[src/design/lpg_pkg.sv]
// Shared types, constants and helpers for the lidar point gate and tilt fix block.
// No dependencies.
package lpg_pkg;

    localparam int unsigned QUEUE_DEPTH = 4;

    localparam int unsigned SQRT_STEPS = 32;
    localparam int unsigned QUOT_BITS  = 33;
    localparam int unsigned TILT_SHIFT = 30;

    localparam logic [61:0] MIN_SQ_RST = 62'd0;
    localparam logic [61:0] MAX_SQ_RST = 62'd42949672960000;

    // cos and sin of 0.205 degrees, 30 fraction bits
    localparam logic signed [31:0] TILT_COS = 32'sd1073734951;
    localparam logic signed [23:0] TILT_SIN = 24'sd3841759;

    typedef enum logic [1:0] {
        REG_MIN_RANGE = 2'd0,
        REG_MAX_RANGE = 2'd1,
        REG_TILT_EN   = 2'd2
    } cfg_idx_t;

    typedef struct packed {
        logic               tilt_en;
        logic signed [31:0] x;
        logic signed [31:0] y;
        logic signed [31:0] z;
        logic [63:0]        r2;
    } lpg_item_t;

    function automatic logic [31:0] mag32(input logic signed [31:0] v);
        logic [31:0] m;
        m = v[31] ? 32'(-v) : 32'(v);
        return m;
    endfunction

endpackage

[src/design/lpg_queue.sv]
// Short FIFO between the range gate and the correction pipeline.
// Depends on lpg_pkg for the entry type.
module lpg_queue #(
    parameter int unsigned DEPTH = lpg_pkg::QUEUE_DEPTH,
    localparam int unsigned CW = $clog2(DEPTH + 1),
    localparam int unsigned AW = (DEPTH > 1) ? $clog2(DEPTH) : 1
) (
    input  logic                 clk,
    input  logic                 rst_n,
    input  logic                 push,
    input  lpg_pkg::lpg_item_t   push_data,
    input  logic                 pop,
    output lpg_pkg::lpg_item_t   head,
    output logic [CW-1:0]        count,
    output logic                 empty
);

    lpg_pkg::lpg_item_t mem [0:DEPTH-1];
    logic [AW-1:0]      wr_ptr_reg, rd_ptr_reg;
    logic [CW-1:0]      count_reg;

    assign head  = mem[rd_ptr_reg];
    assign count = count_reg;
    assign empty = (count_reg == '0);

    always_ff @(posedge clk or negedge rst_n)
    begin
        if (!rst_n)
        begin
            wr_ptr_reg <= '0;
            rd_ptr_reg <= '0;
            count_reg  <= '0;
        end
        else
        begin
            if (push)
                wr_ptr_reg <= (wr_ptr_reg == AW'(DEPTH - 1)) ? '0 : wr_ptr_reg + 1'b1;
            if (pop)
                rd_ptr_reg <= (rd_ptr_reg == AW'(DEPTH - 1)) ? '0 : rd_ptr_reg + 1'b1;
            if (push && !pop)
                count_reg <= count_reg + 1'b1;
            else if (pop && !push)
                count_reg <= count_reg - 1'b1;
        end
    end

    always_ff @(posedge clk)
    begin
        if (push)
            mem[wr_ptr_reg] <= push_data;
    end

endmodule

[config.mk]
export PLATFORM = sky130hd
export DESIGN_NAME = lpg_queue
export DESIGN_NICKNAME = d
export VERILOG_FILES = /design/src/design/lpg_pkg.sv /design/src/design/lpg_queue.sv
export SDC_FILE = /design/constraint.sdc
export NUM_CORES = 1
export LEC_CHECK = 0
export BUFFER_PORTS_ARGS = -buffer_cell sky130_fd_sc_hd__buf_2
export CAP_MARGIN = 10
export CORE_ASPECT_RATIO = 1.4
export CORE_MARGIN = 5
export CORE_UTILIZATION = 50
export DETAILED_ROUTE_END_ITERATION = 8
export PLACE_DENSITY = 0.71
export SLEW_MARGIN = 25
export SYNTH_ARGS = -nofsm -noshare
export SYNTH_HDL_FRONTEND = slang
export SYNTH_SLANG_ARGS = --single-unit
[constraint.sdc]
create_clock -name clk -period 12.3 [get_ports clk]
set_input_delay 1.23 -clock clk [delete_from_list [all_inputs] [get_ports clk]]
set_output_delay 1.23 -clock clk [all_outputs]
set_load 0.05 [all_outputs]
==> results.ini, run 1 <==
[timing]
rsz0062_at_grt = false
tightest_slew_ns = 1.00
setup_viol = 0
fmaxAchievable_ghz = 0.193
finClkSkew_ns = 0.0113
hold_viol_final = 0
slew-limit-headroom = 0.333
tns_ns = 0
layout_min_cycle_time_ns = 5.19
period_share = 0.422
drv_slew = 0

[clocking]
cts_made_buffers = 57
cts_sinks = 651
cts_root_buf = clkbuf_16
clockBufferDepth = 3
cts_setup_buffers = 0
clkTransAtPathRegs_ns = 0.06
ctsHoldBuffers = 0
cts_resized = 0
tritoncts = done
worstSkewPairLatency_ns = 0.59
cts_htree_levels = 2

[worst_setup_path]
cp_max_fo = 45
cp-end-kind = primary output
rrSetupSlack_ns = 9.69
startpoint_type = flip-flop
r2r_end = mem[0][108]
required_ns = 11.07
criticalPathCategory = reg2out
r2r-start = wr_ptr_reg[0]
reg2reg_depth = 4
worst_ep_arrival_time_ns = 3.96

[route]
ant_nets = 0
via_per_inst = 5.46
drc_errors = 0
post_drt_wl_per_cell_um = 24.0
dr_total_vias = 10500
wl_mm = 45.8
drt_iter0_drc = 596
firstDrtPassIters = 4

[final_layout]
post_layout_nonfiller_instances = 1913
layout.nets = 1415
area.growth.synth_to_final_pct = 17.7
n_fill_cell = 3294
largest_reg_flops = 644
final_area_mm2 = 0.0278
drive_above_1_share = 0.461

[die]
core_area_mm2 = 0.0469
start_util = 0.503
ios = 330
rows = 94
die_w_um = 194
die-area_mm2 = 0.0517
die_y_um = 267

[yosys]
synth_fp_nets = 1049
synth_xor_area_frac = 0.00111
synth_cell_types = 19
ys_top_cells_by_area = edfxtp_1 (82%), mux4_2 (15%), dfrtp_1 (0.74%), buf_6 (0.43%), buf_2 (0.40%)
synth_top_family_by_area = multiplexers
synth_edf_count = 644
synth_mux_area_frac = 0.155
yosys.area_share.simple = 0.00207
syn_area_per_cell_um2 = 26.9
synth_cells = 877
syn-cell-area_mm2 = 0.0236
synth_adder_area_share = 0.00403
synth_compound_area_frac = 0.000424
yosysTopAreaCell = edfxtp_1
ys_seq_area_frac = 0.827
synth_top_area_frac = 0.819
ys.flop_type = edfxtp_1
synth_most_common_cell = edfxtp_1
synth_seq_cells = 651
yosys_warnings = 0
synthArstFlopShare = 0.0108
synthTopCellsByCount = edfxtp_1 (644), mux4_2 (161), buf_2 (19)

[status]
status = finished, final reports clean

[placed_design]
io_buffers = 329
dp.cells = 1808
dpl_cell_area_mm2 = 0.0259
place_hpwl_mm = 28.6
place.gp.congestion = 0.723

[pwr]
vdd_drop_max_mv = 0.174
p_leak_nw = 9.40
power.density_mw_per_mm2 = 272

[grt]
grt_overflow = 0
first_global_vias = 11300
grt_max_degree = 67
grt_pass1_wl_mm = 69.2
grt.total_usage = 0.176
antenna_found_initial = 10

[worst_hold_path]
hold_class = in2async

[flow_run]
drv_cap = 0

==> cells by family (layout without fill, tap and decap cells) <==
group / Yosys count / count (layout)
simple gates: 10 / 10
buf+inv: 40 / 447
xor+xnor: 3 / 3
compound gates: 2 / 2
fa+ha+maj: 7 / 7
mux: 164 / 164
flops: 651 / 651
other cells: 0 / 5
==> report_power, final <==
part	switching, W	total, W	leakage [nW]	internal (W)
Sequential	0.000136	0.00298	6.00	0.00285
Clock	0.000731	0.00173	0.894	0.000995
Combinational	0.00202	0.00284	2.51	0.000820
==> layout make-up <==
class / count / area, µm² / area share
multi-input combinational: 186 / 3850 / 0.139
clock inverter: 32 / 305 / 0.0110
sequential: 651 / 19500 / 0.703
inverter: 4 / 15.0 / 0.000541
clock buffer: 68 / 1510 / 0.0544
timing repair buffer: 343 / 1780 / 0.0639
antenna: 5 / 12.5 / 0.000451
tap: 624 / 781 / 0.0281
==> stage by stage <==
stage           util  power, W  hold slack [ns]  worst slack [ns]
2_1_floorplan      -   0.00530            0.557              6.86
3_3_place_gp   0.552   0.00590            0.520              7.60
3_5_place_dp   0.553   0.00593            0.530              7.58
4_1_cts        0.592   0.00766            0.436              6.92
5_1_grt        0.592   0.00787            0.448              6.66
6_report       0.592   0.00755            0.470              7.11
==> layout by cell type (no fill, tap or decap), types with 3 or more instances in the layout <==
cell type  instances
ha_1               6
clkinv_1          12
dfrtp_1            5
nor2_1             3
diode_2            5
inv_1              4
mux2_2             3
clkbuf_1           9
edfxtp_1         644
mux4_2           161
buf_4             12
bufinv_16          6
clkbuf_16         59
clkinv_2          11
buf_2            329
and2_4             4
==> critical path, cell delays in order, from the launching register on <==
cell and delay, ns:
dfrtp_4 0.98, buf_4 0.63, buf_4 0.80, mux4_2 0.62, buf_2 0.23
==> how the worst max path moves through the flow <==
stage                             start        end  slack, ns  depth (start not counted)
after global placement    rd_ptr_reg[0]  head[118]       7.60                          4
after CTS                 rd_ptr_reg[0]   head[57]       6.92                          4
final                     rd_ptr_reg[0]   head[73]       7.11                          4
after floorplan                    push  mem[0][0]       6.86                          1
after global routing      rd_ptr_reg[0]   head[57]       6.66                          4
after detailed placement  rd_ptr_reg[0]   head[57]       7.58                          4
==> per-layer routing <==
layer | GRT usage | vias to the layer above | routed length, µm
met3 | 0.0420 | 93 | 3020
met4 | 0.0678 | 10 | 1580
met5 | 0 | - | 68
met1 | 0.216 | 5450 | 16900
li1 | - | 4545 | -
met2 | 0.306 | 354 | 24300
No activity file was read; power rests on OpenSTA's default activity.
==> run 2, diff against run 1 <==
Clock period 12.3 ns to 4.8 ns, I/O delays scaled along.
==> run 2 against run 1 <==
Routed wire length up 1.4%. Cell count up 0.78%. Sequential cell count unchanged. Die area unchanged. Non-clock buffer count up 3. Critical path type unchanged.
==> results.ini, run 2 (synthesized netlist as in run 1, its figures left out) <==
[worst_setup_path]
cp_max_fo = 52  ; was 45
path_cells = buf_4, mux4_2, buf_2  ; was buf_4, buf_4, mux4_2, buf_2
cp.buffers_inverters = 2  ; was 3
cp-end-kind = primary output  ; unchanged
cp.depth = 3  ; was 4
startpoint_type = flip-flop  ; unchanged
worst_ep_arrival_time_ns = 2.85  ; was 3.96 ns
reg2reg_depth = 4  ; unchanged
cpMaxStageDelayCell = dfrtp_4  ; unchanged
criticalPathCategory = reg2out  ; unchanged
required_ns = 4.32  ; was 11.07 ns
cp_top_family = buffers and inverters  ; unchanged
critical-path-max-stage-delay_ns = 0.73  ; was 0.98 ns

[route]
post_drt_wl_per_cell_um = 24.1  ; was 24.0 µm
via_per_inst = 5.45  ; was 5.46
dr_total_vias = 10500  ; about the same
ant_nets = 0  ; unchanged
drc_errors = 0  ; unchanged
firstDrtPassIters = 4  ; unchanged
wl_mm = 46.5  ; was 45.8 mm
drt_iter0_drc = 562  ; was 596

[pwr]
p_leak_nw = 9.46  ; was 9.40 nW
power.density_mw_per_mm2 = 696  ; was 272 mW/mm²
vdd_drop_max_mv = 0.492  ; was 0.174 mV

[grt]
grt_pass1_wl_mm = 69.7  ; was 69.2 mm
grt_overflow = 0  ; unchanged
grt.total_usage = 0.178  ; was 0.176
grt_max_degree = 148  ; was 67
first_global_vias = 11300  ; about the same
antenna_found_initial = 13  ; was 10

[clocking]
cts_sinks = 651  ; unchanged
cts_made_buffers = 58  ; was 57
cts_htree_levels = 2  ; unchanged
tritoncts = done  ; unchanged
clkTransAtPathRegs_ns = 0.06  ; about the same
cts_root_buf = clkbuf_16  ; unchanged
worstSkewPairLatency_ns = 0.59  ; about the same
clockBufferDepth = 3  ; unchanged

[timing]
finClkSkew_ns = 0.0109  ; was 0.0113 ns
hold_viol_final = 0  ; unchanged
layout_min_cycle_time_ns = 3.33
tns_ns = 0  ; unchanged
rsz0062_at_grt = false  ; unchanged
tightest_slew_ns = 1.04  ; was 1.00 ns
holdWs_ns = 0.0975  ; was 0.470 ns
setup_viol = 0  ; unchanged
period_share = 0.695
drv_slew = 0  ; unchanged
fmaxAchievable_ghz = 0.300
slew-limit-headroom = 0.310  ; was 0.333

[placed_design]
place_hpwl_mm = 28.4  ; was 28.6 mm
place.gp.congestion = 0.731  ; was 0.723
io_buffers = 329  ; unchanged

[worst_hold_path]
hold_path_depth = 1
hold_class = in2reg  ; was in2async

[final_layout]
largest_reg_flops = 644  ; unchanged
n_fill_cell = 3282  ; was 3,294
layout.nets = 1419  ; was 1,415
area.growth.synth_to_final_pct = 18.3  ; was 17.7%
multi_input_area_mm2 = 0.00385  ; unchanged
seqCellArea_mm2 = 0.0195  ; unchanged
drive_above_1_share = 0.464  ; was 0.461
mostFrequentLayoutCells = edfxtp_1 (644), buf_2 (329), mux4_2 (161), clkbuf_16 (61), clkinv_2 (14)  ; was edfxtp_1 (644), buf_2 (329), mux4_2 (161), clkbuf_16 (59)
final_common_cell = edfxtp_1  ; unchanged

[die]
rows = 94  ; unchanged
die-area_mm2 = 0.0517  ; unchanged
ios = 330  ; unchanged
die_w_um = 194  ; unchanged
die_y_um = 267  ; unchanged
core_area_mm2 = 0.0469  ; unchanged
start_util = 0.503  ; unchanged

[flow_run]
drv_cap = 0  ; unchanged

[status]
status = finished, final reports clean  ; unchanged

[run 2: worst paths after layout]
kind	start	endpoint	slack (ns)
setup / recovery	rd_ptr_reg[1]	head[160]	1.47
hold / removal	push_data[143]	mem[2][143]	0.1
setup reg to reg	wr_ptr_reg[1]	mem[1][34]	2.41
hold reg to reg	count[2]	count[2]	0.50
max in group asynchronous	rst_n	rd_ptr_reg[1]	4.36
min in group asynchronous	rst_n	count[2]	0.25
[run 2: metrics by stage]
stage	area (µm²)	std cells	power, W	setup WS [ns]	utilization
floorplan	23600	877	0.0135	0.0324	-
global placement	26000	1810	0.0152	2.05	0.555
global route	27900	1926	0.0203	1.32	0.595
detailed placement	26000	1810	0.0153	2.07	0.555
finish	27900	1928	0.0194	1.47	0.595
CTS	27900	1919	0.0197	1.40	0.595
[run 2: power breakdown]
part           internal (W)  switching (W)  total [W]
combinational       0.00216        0.00520    0.00736
sequential          0.00728       0.000338    0.00762
clock               0.00253        0.00192    0.00445
[run 2: layer usage]
layer | GRT usage | vias to the layer above | routed length (µm)
li1 | - | 4572 | -
met1 | 0.213 | 5536 | 16800
met2 | 0.310 | 303 | 24900
met3 | 0.0484 | 87 | 3050
met4 | 0.0685 | 6 | 1610
met5 | 0 | - | 34
[run 2: layout make-up]
type	count	share of cell area
clock buffer	75	0.0580
inverter	4	0.000538
sequential	651	0.699
tap	624	0.0280
timing repair buffer	346	0.0672
clock inverter	33	0.00856
antenna	9	0.000807
multi-input combinational	186	0.138
[run 2: timing repair]
| item | in CTS | in global routing |
|---|---|---|
| endpoints found under the hold margin | 7 | 0 |
| resized for setup | 0 | 0 |
| hold buffers | 1 | 0 |
| buffers inserted | 0 | 0 |
==> run 3, diff against run 2 <==
Clock period 4.8 ns to 3.1 ns, I/O delays scaled along.
==> run 3 against run 2 <==
Routed wire length grew 3.9%. First-iteration DRC count grew 20%. Clock-buffer cell count grew 1. Clock power grew 65%. Sequential share of layout area shrank 4.7 points. Core utilization grew 4.3 points. Highest routed layer unchanged.
==> results.ini, run 3 (synthesized netlist as in run 1, its figures left out) <==
[pwr]
vdd_drop_max_mv = 0.877  ; was 0.492 mV
power_switching_w = 0.0118  ; was 0.00746 W
p_seq_frac = 0.377  ; was 0.392
comb_power_share = 0.386  ; was 0.379
p_leak_nw = 10.3  ; was 9.46 nW
p_clk_frac = 0.237  ; was 0.229
power.density_mw_per_mm2 = 1040  ; was 696 mW/mm²
p_int_w = 0.0192  ; was 0.0120 W
p_sw_frac = 0.380  ; was 0.384

[worst_setup_path]
path_cells = buf_4, mux4_2, buf_2  ; unchanged
worst_ep_arrival_time_ns = 2.41  ; was 2.85 ns
reg2reg_depth = 4  ; unchanged
r2r_end = mem[0][5]  ; was mem[1][34]
crit_end = head[103]  ; was head[160]
cp-startpoint = rd_ptr_reg[1]  ; unchanged
critical-path-max-stage-delay_ns = 0.80  ; was 0.73 ns
cpMaxStageDelayCell = dfrtp_4  ; unchanged
cp.depth = 3  ; unchanged
cp_top_family = flip-flops  ; was buffers and inverters
rrSetupSlack_ns = 1.17  ; was 2.41 ns
r2r-start = wr_ptr_reg[0]  ; was wr_ptr_reg[1]
cp.buffers_inverters = 2  ; unchanged
criticalPathCategory = reg2out  ; unchanged
cp_max_fo = 30  ; was 52
startpoint_type = flip-flop  ; unchanged
cp-end-kind = primary output  ; unchanged
required_ns = 2.79  ; was 4.32 ns

[grt]
grt_pass1_wl_mm = 74.5  ; was 69.7 mm
grt_overflow = 0  ; unchanged
grt_max_degree = 64  ; was 148
first_global_vias = 12300  ; was 11,300
antenna_found_initial = 7  ; was 13
grt.total_usage = 0.187  ; was 0.178

[timing]
fmaxAchievable_ghz = 0.368
finClkSkew_ns = 0.0168  ; was 0.0109 ns
period_share = 0.877
slew-limit-headroom = 0.538  ; was 0.310
tns_ns = 0  ; unchanged
setup_viol = 0  ; unchanged
drv_slew = 0  ; unchanged
tightest_slew_ns = 0.693  ; was 1.04 ns
rsz0062_at_grt = false  ; unchanged
layout_min_cycle_time_ns = 2.72
hold_viol_final = 0  ; unchanged

[final_layout]
post_layout_nonfiller_instances = 2104  ; was 1,928
mostFrequentLayoutCells = edfxtp_1 (644), buf_2 (329), dlygate4sd3_1 (162), mux4_2 (161), clkbuf_16 (61)  ; was edfxtp_1 (644), buf_2 (329), mux4_2 (161), clkbuf_16 (61), clkinv_2 (14)
multi_input_area_mm2 = 0.00385  ; unchanged
n_fill_cell = 3077  ; was 3,282
drive_above_1_share = 0.426  ; was 0.464
area.growth.synth_to_final_pct = 26.9  ; was 18.3%
seqCellArea_mm2 = 0.0195  ; unchanged
largest_reg_flops = 644  ; unchanged
layout.nets = 1596  ; was 1,419
final_common_cell = edfxtp_1  ; unchanged

[die]
die-area_mm2 = 0.0517  ; unchanged
start_util = 0.503  ; unchanged
die_w_um = 194  ; unchanged
ios = 330  ; unchanged
core_area_mm2 = 0.0469  ; unchanged
rows = 94  ; unchanged
die_y_um = 267  ; unchanged

[flow_run]
drv_cap = 0  ; unchanged

[clocking]
cts_htree_levels = 2  ; unchanged
cts_root_buf = clkbuf_16  ; unchanged
worstSkewPairLatency_ns = 0.59  ; about the same
cts_sinks = 651  ; unchanged
ctsHoldBuffers = 162  ; was 1
tritoncts = done  ; unchanged
cts_setup_buffers = 0  ; unchanged
cts_resized = 0  ; unchanged
clkTransAtPathRegs_ns = 0.06  ; about the same
clockBufferDepth = 3  ; unchanged
cts_made_buffers = 58  ; unchanged

[status]
status = finished, final reports clean  ; unchanged

[route]
dr_total_vias = 11100  ; was 10,500
wl_mm = 48.3  ; was 46.5 mm
post_drt_wl_per_cell_um = 22.9  ; was 24.1 µm
drc_errors = 0  ; unchanged
firstDrtPassIters = 4  ; unchanged
via_per_inst = 5.29  ; was 5.45
ant_nets = 0  ; unchanged
drt_iter0_drc = 674  ; was 562

[placed_design]
place.gp.congestion = 0.747  ; was 0.731
place_hpwl_mm = 30.2  ; was 28.4 mm
io_buffers = 329  ; unchanged
dp.cells = 1826  ; was 1,810

[worst_hold_path]
hold_class = in2reg  ; unchanged

[run 3: cell type report]
cell class / instances / share of cell area
repair buffers: 523 / 0.125
diodes: 6 / 0.000501
inverters: 4 / 0.000501
clock buffers: 76 / 0.0552
well taps: 624 / 0.0261
multi-input cells: 186 / 0.129
clock inverters: 34 / 0.0122
flip-flops and latches: 651 / 0.652
[run 3: through the flow]
stage / utilization / hold slack [ns] / worst slack (ns) / cell area (µm²) / total power (W)
floorplan: - / 0.0144 / 0.0602 / 23600 / 0.0209
global placement: 0.561 / 0.167 / 0.908 / 26300 / 0.0238
detailed placement: 0.561 / 0.173 / 0.921 / 26300 / 0.0239
CTS: 0.638 / 0.0294 / 0.296 / 29900 / 0.0314
global route: 0.638 / 0.0520 / 0.251 / 30000 / 0.0323
finish: 0.638 / 0.0612 / 0.380 / 30000 / 0.0310
[run 3: worst min-delay path by stage]
| stage | cells after the start | endpoint | start |
|---|---|---|---|
| floorplan | 0 | count[0] | rst_n |
| global placement | 1 | count[0] | rst_n |
| detailed placement | 1 | count[0] | rst_n |
| CTS | 2 | rd_ptr_reg[0] | pop |
| global route | 2 | rd_ptr_reg[1] | pop |
| finish | 2 | rd_ptr_reg[0] | pop |
[run 3: power by group through the flow]
stage	Sequential, W	Clock, W	Combinational [W]
after floorplan	0.0118	0	0.00907
after global placement	0.0118	0	0.0120
after detailed placement	0.0119	0	0.0120
after CTS	0.0117	0.00750	0.0122
after global routing	0.0118	0.00790	0.0125
final	0.0117	0.00736	0.0120
[run 3: metal layers]
metal	wire length [µm]	global-route usage	vias up
li1	-	-	4912
met1	17700	0.230	5767
met2	26100	0.333	347
met3	2620	0.0384	97
met4	1850	0.0693	2
met5	11	0	-
